[src/hdl/slt_pkg.sv]
// ----------------------------------------------------------------------------
// slt_pkg
// Shared constants, types and character classes for the line tokenizer.
// ----------------------------------------------------------------------------
package slt_pkg;

    localparam int MAX_TOKENS = 12;
    localparam int LINE_LEN   = 256;

    localparam int POS_W  = $clog2(LINE_LEN);
    localparam int TC_W   = $clog2(MAX_TOKENS + 1);
    localparam int SLOT_W = 4;
    localparam int OPOS_W = 8;

    localparam int FIFO_DEPTH = 4;
    localparam int FIFO_PW    = $clog2(FIFO_DEPTH);
    localparam int FIFO_CW    = $clog2(FIFO_DEPTH + 1);

    localparam logic [7:0] CH_HASH  = 8'h23;
    localparam logic [7:0] CH_LF    = 8'h0A;
    localparam logic [7:0] CH_CR    = 8'h0D;
    localparam logic [7:0] CH_NUL   = 8'h00;
    localparam logic [7:0] CH_COLON = 8'h3A;
    localparam logic [7:0] CH_COMMA = 8'h2C;
    localparam logic [7:0] CH_SPACE = 8'h20;
    localparam logic [7:0] CH_TAB   = 8'h09;

    localparam logic KIND_TOKEN  = 1'b0;
    localparam logic KIND_STATUS = 1'b1;

    localparam logic [SLOT_W-1:0] SLOT_LABEL  = SLOT_W'(0);
    localparam logic [SLOT_W-1:0] SLOT_OPCODE = SLOT_W'(1);

    typedef enum logic [2:0] {
        PH_LEAD,
        PH_FIRST,
        PH_PLAIN,
        PH_WORD,
        PH_COMMA,
        PH_HALT
    } phase_t;

    typedef struct packed {
        logic              kind;
        logic [SLOT_W-1:0] slot;
        logic [OPOS_W-1:0] position;
        logic              status;
        logic              last;
    } res_t;

    function automatic logic is_blank(input logic [7:0] c);
        return (c == CH_SPACE) || (c == CH_TAB);
    endfunction

    function automatic logic is_stop(input logic [7:0] c);
        return (c == CH_HASH) || (c == CH_LF) || (c == CH_CR) || (c == CH_NUL);
    endfunction

endpackage

[src/hdl/slt_scan.sv]
// ----------------------------------------------------------------------------
// slt_scan
// Line scanner: per-line state and the update for one character, giving up
// to two results (token report, then line status) per character.
// ----------------------------------------------------------------------------
module slt_scan
(
    input  logic              clk,
    input  logic              rst_n,
    input  logic              step,
    input  logic [7:0]        ch,
    output logic [1:0]        res_cnt,
    output slt_pkg::res_t     res0,
    output slt_pkg::res_t     res1
);
    import slt_pkg::*;

    phase_t            phase_reg, phase_next;
    logic [POS_W-1:0]  pos_reg, pos_next;
    logic [TC_W-1:0]   tc_reg, tc_next;
    logic              skip_reg, skip_next;
    logic [POS_W-1:0]  fts_reg, fts_next;
    logic              label_reg, label_next;
    logic              err_reg, err_next;

    always_ff @(posedge clk or negedge rst_n)
    begin
        if (!rst_n)
        begin
            phase_reg <= PH_LEAD;
            pos_reg   <= '0;
            tc_reg    <= '0;
            skip_reg  <= 1'b0;
            fts_reg   <= '0;
            label_reg <= 1'b0;
            err_reg   <= 1'b0;
        end
        else if (step)
        begin
            phase_reg <= phase_next;
            pos_reg   <= pos_next;
            tc_reg    <= tc_next;
            skip_reg  <= skip_next;
            fts_reg   <= fts_next;
            label_reg <= label_next;
            err_reg   <= err_next;
        end
    end

    always_comb
    begin
        logic              stop;
        logic              eol;
        logic              tk_v;
        logic [SLOT_W-1:0] tk_slot;
        logic [POS_W-1:0]  tk_pos;
        logic [TC_W:0]     tc_inc;
        logic              rec;
        logic              fault;
        logic              a_v;
        logic              err_f;
        res_t              tok;
        res_t              st;

        stop       = is_stop(ch);
        eol        = stop || (pos_reg == POS_W'(LINE_LEN - 1));
        phase_next = phase_reg;
        tc_next    = tc_reg;
        skip_next  = skip_reg;
        fts_next   = fts_reg;
        label_next = label_reg;
        err_next   = err_reg;
        pos_next   = pos_reg + POS_W'(1);
        tk_v       = 1'b0;
        tk_slot    = SLOT_W'(tc_reg);
        tk_pos     = pos_reg;
        rec        = 1'b0;
        fault      = 1'b0;
        tc_inc     = {1'b0, tc_reg} + (TC_W + 1)'(1);

        if (!stop)
        begin
            case (phase_reg)
                PH_LEAD:
                begin
                    if (ch == CH_COMMA || ch == CH_COLON)
                        fault = 1'b1;
                    else if (!is_blank(ch))
                    begin
                        fts_next   = pos_reg;
                        phase_next = PH_FIRST;
                    end
                end
                PH_FIRST:
                begin
                    if (ch == CH_COLON)
                    begin
                        tk_v       = 1'b1;
                        tk_slot    = SLOT_LABEL;
                        tk_pos     = fts_reg;
                        label_next = 1'b1;
                        tc_next    = TC_W'(1);
                        phase_next = PH_PLAIN;
                    end
                    else if (is_blank(ch) || ch == CH_COMMA)
                    begin
                        tk_v       = 1'b1;
                        tk_slot    = SLOT_OPCODE;
                        tk_pos     = fts_reg;
                        tc_next    = TC_W'(2);
                        phase_next = PH_PLAIN;
                        // comma right after the opcode is a stray comma
                        fault      = (ch == CH_COMMA);
                    end
                end
                PH_PLAIN:
                begin
                    if (ch == CH_COMMA || ch == CH_COLON)
                        fault = 1'b1;
                    else if (!is_blank(ch))
                        rec = 1'b1;
                end
                PH_WORD:
                begin
                    if (is_blank(ch) || ch == CH_COMMA)
                    begin
                        skip_next = 1'b0;
                        if (label_reg && tc_reg == TC_W'(2))
                        begin
                            phase_next = PH_PLAIN;
                            fault      = (ch == CH_COMMA);
                        end
                        else
                        begin
                            phase_next = PH_COMMA;
                            skip_next  = (ch == CH_COMMA);
                        end
                    end
                end
                PH_COMMA:
                begin
                    if (ch == CH_COMMA)
                        skip_next = 1'b1;
                    else if (!is_blank(ch))
                    begin
                        if (ch == CH_COLON || !skip_reg)
                            fault = 1'b1;
                        else
                        begin
                            skip_next = 1'b0;
                            rec       = 1'b1;
                        end
                    end
                end
                default:
                begin
                end
            endcase
        end

        if (rec)
        begin
            tk_v       = 1'b1;
            tk_slot    = SLOT_W'(tc_reg);
            tk_pos     = pos_reg;
            tc_next    = tc_inc[TC_W-1:0];
            phase_next = (tc_inc >= (TC_W + 1)'(MAX_TOKENS)) ? PH_HALT : PH_WORD;
        end

        if (fault)
        begin
            err_next   = 1'b1;
            phase_next = PH_HALT;
        end

        // at line end an open first token is the opcode
        a_v   = tk_v || (eol && phase_next == PH_FIRST);
        err_f = err_next || (phase_next == PH_COMMA && skip_next);

        tok.kind     = KIND_TOKEN;
        tok.slot     = tk_v ? tk_slot : SLOT_OPCODE;
        tok.position = OPOS_W'(tk_v ? tk_pos : fts_next);
        tok.status   = 1'b0;
        tok.last     = !eol;

        st.kind      = KIND_STATUS;
        st.slot      = '0;
        st.position  = '0;
        st.status    = err_f;
        st.last      = 1'b1;

        res0 = tok;
        res1 = st;
        if (a_v)
            res_cnt = eol ? 2'd2 : 2'd1;
        else if (eol)
        begin
            res0    = st;
            res_cnt = 2'd1;
        end
        else
            res_cnt = 2'd0;

        if (eol)
        begin
            pos_next   = '0;
            phase_next = PH_LEAD;
            tc_next    = '0;
            skip_next  = 1'b0;
            fts_next   = '0;
            label_next = 1'b0;
            err_next   = 1'b0;
        end
    end

endmodule

[src/hdl/slt_rfifo.sv]
// ----------------------------------------------------------------------------
// slt_rfifo
// Result queue: takes up to two results a cycle, hands out one a cycle on pop.
// ----------------------------------------------------------------------------
module slt_rfifo
(
    input  logic                       clk,
    input  logic                       rst_n,
    input  logic [1:0]                 push_cnt,
    input  slt_pkg::res_t              push0,
    input  slt_pkg::res_t              push1,
    input  logic                       pop,
    output slt_pkg::res_t              head,
    output logic                       room2,
    output logic [slt_pkg::FIFO_CW-1:0] cnt
);
    import slt_pkg::*;

    res_t                mem [FIFO_DEPTH];
    logic [FIFO_PW-1:0]  wr_reg, wr_next;
    logic [FIFO_PW-1:0]  rd_reg, rd_next;
    logic [FIFO_CW-1:0]  cnt_reg, cnt_next;

    always_comb
    begin
        wr_next  = wr_reg + FIFO_PW'(push_cnt);
        rd_next  = rd_reg + FIFO_PW'(pop);
        cnt_next = cnt_reg + FIFO_CW'(push_cnt) - FIFO_CW'(pop);
    end

    always_ff @(posedge clk or negedge rst_n)
    begin
        if (!rst_n)
        begin
            wr_reg  <= '0;
            rd_reg  <= '0;
            cnt_reg <= '0;
        end
        else
        begin
            wr_reg  <= wr_next;
            rd_reg  <= rd_next;
            cnt_reg <= cnt_next;
        end
    end

    always_ff @(posedge clk)
    begin
        if (push_cnt != 2'd0)
            mem[wr_reg] <= push0;
        if (push_cnt == 2'd2)
            mem[wr_reg + FIFO_PW'(1)] <= push1;
    end

    assign head  = mem[rd_reg];
    assign room2 = (cnt_reg <= FIFO_CW'(FIFO_DEPTH - 2));
    assign cnt   = cnt_reg;

endmodule

[src/hdl/script_line_tokenizer.sv]
// ----------------------------------------------------------------------------
// script_line_tokenizer
// Splits script text, one character per item, into line tokens and reports
// each token start and the status of every line.
// ----------------------------------------------------------------------------
//  channel   ports                                       direction
//  input     in_valid, in_ready, char_in                 in
//  output    out_valid, out_ready, out_kind, slot,       out
//            position, status, last
//
// One character per cycle while the queue has room for two results: the
// character register feeds the scanner, whose results go into a registered
// four-entry result queue. A character that ends a line with an open token
// gives two results, which the single output port drains at one per cycle
// while out_ready is high. Reset puts the scanner at the start of a line with
// nothing queued. Output stalls back up through the queue to in_ready.
// ----------------------------------------------------------------------------
module script_line_tokenizer
(
    input  logic       clk,
    input  logic       rst_n,
    input  logic       in_valid,
    output logic       in_ready,
    input  logic [7:0] char_in,
    output logic       out_valid,
    input  logic       out_ready,
    output logic       out_kind,
    output logic [3:0] slot,
    output logic [7:0] position,
    output logic       status,
    output logic       last
);
    import slt_pkg::*;

    logic                vld_reg;
    logic [7:0]          char_reg;
    logic                step;
    logic                room2;
    logic [1:0]          res_cnt;
    logic [1:0]          push_cnt;
    res_t                res0;
    res_t                res1;
    res_t                head;
    logic [FIFO_CW-1:0]  fifo_cnt;
    logic                pop;

    assign step     = vld_reg && room2;
    assign in_ready = !vld_reg || step;
    assign push_cnt = step ? res_cnt : 2'd0;
    assign out_valid = (fifo_cnt != '0);
    assign pop      = out_valid && out_ready;

    always_ff @(posedge clk or negedge rst_n)
    begin
        if (!rst_n)
            vld_reg <= 1'b0;
        else if (in_ready)
            vld_reg <= in_valid;
    end

    always_ff @(posedge clk)
    begin
        if (in_ready && in_valid)
            char_reg <= char_in;
    end

    slt_scan u_scan
    (
        .clk     (clk),
        .rst_n   (rst_n),
        .step    (step),
        .ch      (char_reg),
        .res_cnt (res_cnt),
        .res0    (res0),
        .res1    (res1)
    );

    slt_rfifo u_rfifo
    (
        .clk      (clk),
        .rst_n    (rst_n),
        .push_cnt (push_cnt),
        .push0    (res0),
        .push1    (res1),
        .pop      (pop),
        .head     (head),
        .room2    (room2),
        .cnt      (fifo_cnt)
    );

    assign out_kind = head.kind;
    assign slot     = head.slot;
    assign position = head.position;
    assign status   = head.status;
    assign last     = head.last;

    // hold the character while the queue is too full to take its results
    a_hold_char: assert property (@(posedge clk) disable iff (!rst_n)
        vld_reg && !step |=> vld_reg && $stable(char_reg))
        else $error("pending character lost or changed");

    a_fifo_bound: assert property (@(posedge clk) disable iff (!rst_n)
        fifo_cnt <= FIFO_CW'(FIFO_DEPTH))
        else $error("result queue overflow");

    a_status_last: assert property (@(posedge clk) disable iff (!rst_n)
        out_valid && out_kind == KIND_STATUS |-> last)
        else $error("line status not marked last");

    a_two_results: assert property (@(posedge clk) disable iff (!rst_n)
        step && res_cnt == 2'd2 |-> res0.kind == KIND_TOKEN && res1.kind == KIND_STATUS)
        else $error("two results out of order");

endmodule
[config.mk]
export PLATFORM = sky130hd
export DESIGN_NAME = script_line_tokenizer
export DESIGN_NICKNAME = d
export VERILOG_FILES = /design/src/hdl/slt_pkg.sv /design/src/hdl/slt_scan.sv /design/src/hdl/slt_rfifo.sv /design/src/hdl/script_line_tokenizer.sv
export SDC_FILE = /design/constraint.sdc
export NUM_CORES = 1
export LEC_CHECK = 0
export BUFFER_PORTS_ARGS = -buffer_cell sky130_fd_sc_hd__clkbuf_2
export CORE_MARGIN = 2
export CORE_UTILIZATION = 40
export CTS_CLUSTER_SIZE = 28
export DETAILED_ROUTE_END_ITERATION = 12
export PLACE_DENSITY = 0.66
export SYNTH_ARGS = -nofsm -noshare
export SYNTH_HDL_FRONTEND = slang
export SYNTH_SLANG_ARGS = --single-unit
[constraint.sdc]
create_clock -name clk -period 3.63 [get_ports clk]
set_input_delay 0 -clock clk [delete_from_list [all_inputs] [get_ports clk]]
set_output_delay 0 -clock clk [all_outputs]
set_load 0.01 [all_outputs]
; ---- Word level (Yosys, flattened, before mapping)
; Memories as Yosys holds them, arrays and structs flattened.
; Index checks and enable logic that the tools add are counted.
[word_totals]
regBits = 42
latchBits = 0
ramBits = 60
romBits = 0
inputBits = 12
output_inout_bits = 17
word_cells = 153
mem_count = 1
[mem_list]
columns = name, depth, width, read_ports, rd_ports_with_merged_regs, wr, line
row1 = u_rfifo.mem, 4, 15, 1, 0, 2, slt_rfifo.sv:19  ; res_t mem [FIFO_DEPTH];
[classes]
n_addsub = 7
multipliers = 0
div_mod_pow = 0
magnitude_cmp = 2
eq_ne = 18
n_shift = 0
muxes = 82
n_bitwise = 0
n_reduce_logical = 31
[ops]
columns = operator, n
row1 = $mux 8, 12
row2 = $mux 4, 12
row3 = $mux 1, 38
row4 = $mux 3, 11
row5 = $eq 8x6->1 const B, 4
row6 = $mux 15, 2
row7 = $eq 8x4->1 const B, 3
row8 = $logic_or 1x1->1, 11
row9 = $pmux 3 s3, 1
row10 = $add 8x1->8 const B, 1
row11 = $eq 8x8->1 const B, 1
row12 = $logic_not 8->1, 1
row13 = $reduce_and 4->1, 2
row14 = $eq 3x1->1 const B, 2
row15 = $eq 3x2->1 const B, 2
row16 = $eq 3x3->1 const B, 2
row17 = $logic_and 1x1->1, 6
row18 = $mux 2, 3
row19 = $reduce_bool 2->1, 3
row20 = $reduce_bool 3->1, 2
row21 = $add 4x1->5 const B, 1
row22 = $ge 5x4->1 const B, 1
row23 = $eq 4x2->1 const B, 1
row24 = $pmux 1 s2, 2
row25 = 14 further kinds, 16

; ---- Longest topological paths before layout
[logic_depth]
word_depth = 17
mapped_depth = 18
ltp_nobuf = 17

; ---- Hierarchy
; From an unflattened synthesis, not the netlist that was laid out.
[hier_totals]
cells_unflattened = 436
hier_area_um2 = 5734.2
[by_module_without_submodules]
columns = module, n_inst, cells_each, area_per_inst_um2, seq_area_each_um2
row1 = slt_rfifo, 1, 185, 3412.0, 1976.9
row2 = slt_scan, 1, 234, 1999.4, 650.6
row3 = script_line_tokenizer, 1, 17, 322.8, 265.3

; ---- Worst setup path before layout
; OpenSTA, ideal clock, no wires.
[synth_timing]
kind = reg-to-reg
start = register char_reg[1]
end = memory u_rfifo.mem[0][1] (netlist bit) (data pin)
setup_time_ns = 0.280
arrival_ns = 3.522
t_required_ns = 3.350
path_slack_ns = -0.172
path_stages_with_launch = 16
n_path_buf = 2
period_less_slack_ns = 3.802
cell_sequence = edfxtp_1 or4_4 or3_1 o21ai_0 a31oi_1 o22ai_4 nor3_1 a21bo_2 ha_1 nand3_1 o21ai_0 nand2_1 and2_1 clkbuf_1 clkbuf_1 a211oi_2
[synth_lines]
columns = element, line
row1 = from (decl), script_line_tokenizer.sv:36  ; logic [7:0] char_reg;
row2 = from (signal assigned), script_line_tokenizer.sv:64  ; char_reg <= char_in;
row3 = to (decl), slt_rfifo.sv:19

==> results.rst <==
.. list-table::
   :header-rows: 1

   * - Metric
     - Value
   * - Global-route wire length before repair
     - between 20000 and 25000 um
   * - Detail-routed via count per cell
     - ~5.6
   * - Min-Delay Startpoint
     - out_ready
   * - Register name with the most flops
     - u_rfifo.mem
   * - Pins Over Slew Limit
     - 0
   * - Commonest non-fill, non-tap cell in the layout
     - nand2_1
   * - Total cell area at the placement stage
     - around 0.0057 mm2
   * - FILL cells
     - approximately 1100
   * - Drt initial violations
     - approximately 370
   * - Layout Nets
     - around 590
   * - Total standard cell area after synthesis
     - approximately 0.0050 mm2
   * - Number of max-cap violations
     - 0
   * - GRT Util Overall
     - 0.201
   * - Leakage power of the design
     - 2.54 nW
   * - Share of layout cells above drive strength 1
     - 0.304
   * - Pre-antenna DRT Iters
     - 4
   * - Achievable clock frequency
     - roughly 290 MHz
   * - Worst-case hold path end point
     - u_rfifo.rd_reg[0]
   * - Data required time at the worst endpoint
     - 3.91 ns
   * - Hold violation count in the final report
     - 0
   * - Number of buffers created by CTS
     - 9
   * - Gate count of the mapped netlist
     - approximately 480
   * - Clock tree skew after final layout
     - 0.0101 ns
   * - Core Area
     - ~0.012 mm2
   * - Worst-case setup margin in the final layout
     - around 0.15 ns
   * - Detailed-route wire length per cell
     - 17.0 um
   * - Final total power
     - roughly 0.0044 W
   * - Post-Route Hold Slack
     - roughly 0.10 ns
   * - Arrival time of data at the critical path endpoint
     - 3.76 ns
   * - Min-delay worst type
     - input pin to flip-flop
   * - Post-Synthesis Net Count
     - 503
   * - Relative area change from synthesis to final layout
     - 26.2%
   * - Effective utilization at floorplan
     - 0.414
   * - TritonCTS Sinks
     - 102
   * - Number of flops mapped to enable cells by yosys
     - 12
   * - Clock tree from TritonCTS
     - yes
   * - Ys flop type
     - dfxtp_1
   * - Worst R2R Path Depth
     - 14
   * - Total grt overflow
     - 0
   * - Number of cells on the worst hold path
     - 3
   * - Antenna Diode Count
     - 0
   * - Maximum number of pins on one net before global-route repair
     - 35
   * - Syn_area_per_cell
     - 10.5 um2
   * - Worst VDD drop
     - 0.462 mV
   * - Number of cells after detailed placement
     - between 700 and 800
   * - Remaining number of nets flagged by the antenna check after routing
     - 0
   * - Number of register bits inferred by synthesis
     - 102
   * - Post-detailed-route DRC marker count
     - 0
   * - Total length of routed wires
     - between 10000 and 15000 um
   * - Core Rows
     - 40
   * - Die Footprint
     - approximately 0.013 mm2
   * - Initial antenna violation count
     - 0
   * - Startpoint of the lowest-slack register-to-register path
     - char_reg[6]
   * - Worst-path cell chain
     - or4_4 > or3_4 > o21ai_2 > a31oi_2 > o22ai_4 > nor3_4 > a21boi_1 > ha_1 > buf_6 > o21ai_2 > buf_6 > nand3_4 > o41a_1 > o21ai_1
   * - Via count of the first global-routing pass
     - roughly 4200
   * - Ratio of total power to cell area
     - roughly 700 mW/mm2
   * - Vertical die dimension
     - between 100 and 150 um
   * - I/O pin cnt
     - 29
   * - Worst reg2reg endpoint
     - u_rfifo.mem[3][9]
   * - Clock transition at the registers of the reported paths
     - ~0.070 ns
   * - Outcome
     - complete, no violations
   * - Floorplan die width
     - ~120 um
   * - Buffer depth of the longest clock path
     - 2
   * - CTS H-tree depth
     - 3
   * - Delay of the slowest cell on the worst path
     - 0.52 ns
   * - Slew of the pin with the lowest slew margin
     - approximately 1.1 ns
   * - Number of unique standard cell types used by synthesis
     - 65
   * - Minimum period implied by the final worst setup slack
     - 3.48 ns
   * - Critical path launch point type
     - flip-flop
   * - Library cell contributing the largest single delay on the critical path
     - or4_4
   * - Cell chosen for the clock root
     - clkbuf_16
   * - Final Cycle Share
     - 0.960
   * - Total setup violations reported at the end of the flow
     - 0
   * - Setup slack, reg-to-reg
     - between 0.1 and 0.15 ns
   * - Hpwl dp
     - roughly 8900 um
   * - Non-Filler Instances
     - between 700 and 800
   * - Biggest fanout along the worst timing path
     - 8
   * - Rel. slew slack
     - 0.272
   * - Port Buf Inserts
     - 28
   * - Sequential-to-total area share from yosys stat
     - 0.465
   * - Vias
     - 4161
   * - Setup slack after placement
     - -0.210 ns
   * - Start-to-end type of the worst setup path
     - flip-flop to flip-flop
   * - Clock latency reported for the late side of the worst-skew pair
     - around 0.35 ns
   * - Post-layout instance area
     - 0.00633 mm2
   * - Highest-count cells in the layout ignoring fill and taps
     - nand2_1 (61), buf_4 (59), dfxtp_1 (56)
   * - Final GP Congestion
     - 0.871
   * - Nature of the critical path endpoint
     - flip-flop
   * - Fraction of registers with async set or reset after synthesis
     - 0.333
   * - Number of synthesis warnings
     - 0
   * - Flip-flop count of the largest register, all copies and words added
     - 60
[worst max path at each step]
stage / startpoint / to / slack [ns] / cells past startpoint
CTS: u_scan.tc_reg[0] / u_rfifo.mem[3][5] / 0.006 / 16
global placement: char_reg[7] / u_rfifo.mem[0][8] / -0.12 / 12
finish: char_reg[6] / u_rfifo.mem[3][9] / 0.15 / 14
detailed placement: char_reg[7] / u_rfifo.mem[0][2] / -0.21 / 9
floorplan: char_reg[1] / u_rfifo.mem[0][1] / -0.00002 / 15
global route: char_reg[1] / u_rfifo.mem[3][9] / -0.02 / 14
[logic make-up (layout without fill, tap and decap cells)]
kind of cell / after synthesis / count (layout) / synth area share
multiplexers: 31 / 31 / 0.101
adder cells (fa/ha/maj): 12 / 12 / 0.0314
XOR/XNOR: 6 / 6 / 0.0105
AND/OR/NAND/NOR: 147 / 147 / 0.147
buffers and inverters: 37 / 130 / 0.0327
AO/OA/AOI/OAI: 144 / 144 / 0.212
flip-flops: 102 / 102 / 0.465
[power breakdown]
part / total, W / internal [W] / switching (W)
clock network: 0.000950 / 0.000510 / 0.000439
logic: 0.00172 / 0.000829 / 0.000886
registers: 0.00173 / 0.00140 / 0.000329
total: 0.00440 / 0.00274 / 0.00165
[worst max-delay path: cells and delay by family, from the launching register on]
kind	cells	cell delay [ns]
AO/OA/AOI/OAI	7	1.33
adder cells (fa/ha/maj)	1	0.27
buffers and inverters	2	0.27
flip-flops	1	0.48
AND/OR/NAND/NOR	4	1.06
[Yosys cell counts, types with 4 or more instances]
| cell | n | area share |
|---|---|---|
| a21o_1 | 4 | 0.0060 |
| o21ai_0 | 41 | 0.041 |
| nor2_1 | 17 | 0.013 |
| mux2i_1 | 8 | 0.016 |
| nand2_1 | 63 | 0.047 |
| o22a_1 | 6 | 0.010 |
| a21oi_1 | 16 | 0.016 |
| inv_1 | 12 | 0.0090 |
| dfxtp_1 | 56 | 0.22 |
| dfrtp_1 | 34 | 0.17 |
| ha_1 | 11 | 0.027 |
| mux4_2 | 15 | 0.067 |
| o21ai_1 | 10 | 0.010 |
| mux2_2 | 8 | 0.018 |
| and2_1 | 4 | 0.0050 |
| edfxtp_1 | 12 | 0.072 |
| nand3_1 | 13 | 0.013 |
| a22o_1 | 9 | 0.016 |
| a32o_1 | 24 | 0.048 |
| clkbuf_1 | 18 | 0.013 |
| nand2b_1 | 10 | 0.012 |
| nor2b_1 | 4 | 0.0050 |
| nor3_1 | 9 | 0.0090 |
| nor4_1 | 4 | 0.0050 |
[layout make-up]
| cell class | count | area (um2) | share of cell area |
|---|---|---|---|
| Multi-Input combinational cell | 340 | 2700 | 0.427 |
| Sequential cell | 102 | 2330 | 0.369 |
| Timing Repair Buffer | 102 | 748 | 0.118 |
| Clock buffer | 11 | 253 | 0.0400 |
| Tap cell | 168 | 210 | 0.0332 |
| Inverter | 12 | 45.0 | 0.00712 |
| Clock inverter | 5 | 38.8 | 0.00613 |
[per-layer routing]
metal / up-vias / part of all wire / track usage
met5: - / 0 / 0
li1: 1999 / - / -
met2: 78 / 0.50 / 0.342
met4: 0 / 0.011 / 0.0452
met1: 2073 / 0.45 / 0.261
met3: 11 / 0.040 / 0.0476
[stage by stage]
step | utilization | TNS (ns)
floorplan | - | -0.0000164
global placement | 0.470 | -1.07
detailed placement | 0.470 | -2.46
CTS | 0.508 | 0
global route | 0.522 | -0.0453
finish | 0.522 | 0
[repair_timing]
item                                    4_1_cts  5_1_grt
pin swaps                                     7       16
endpoints found under the hold margin        43        0
gates resized for setup                      11       35
setup buffers                                 4        4
hold buffers                                 10        0
endpoints found under the setup margin       31       66
Power figures use the tool's default switching activity.
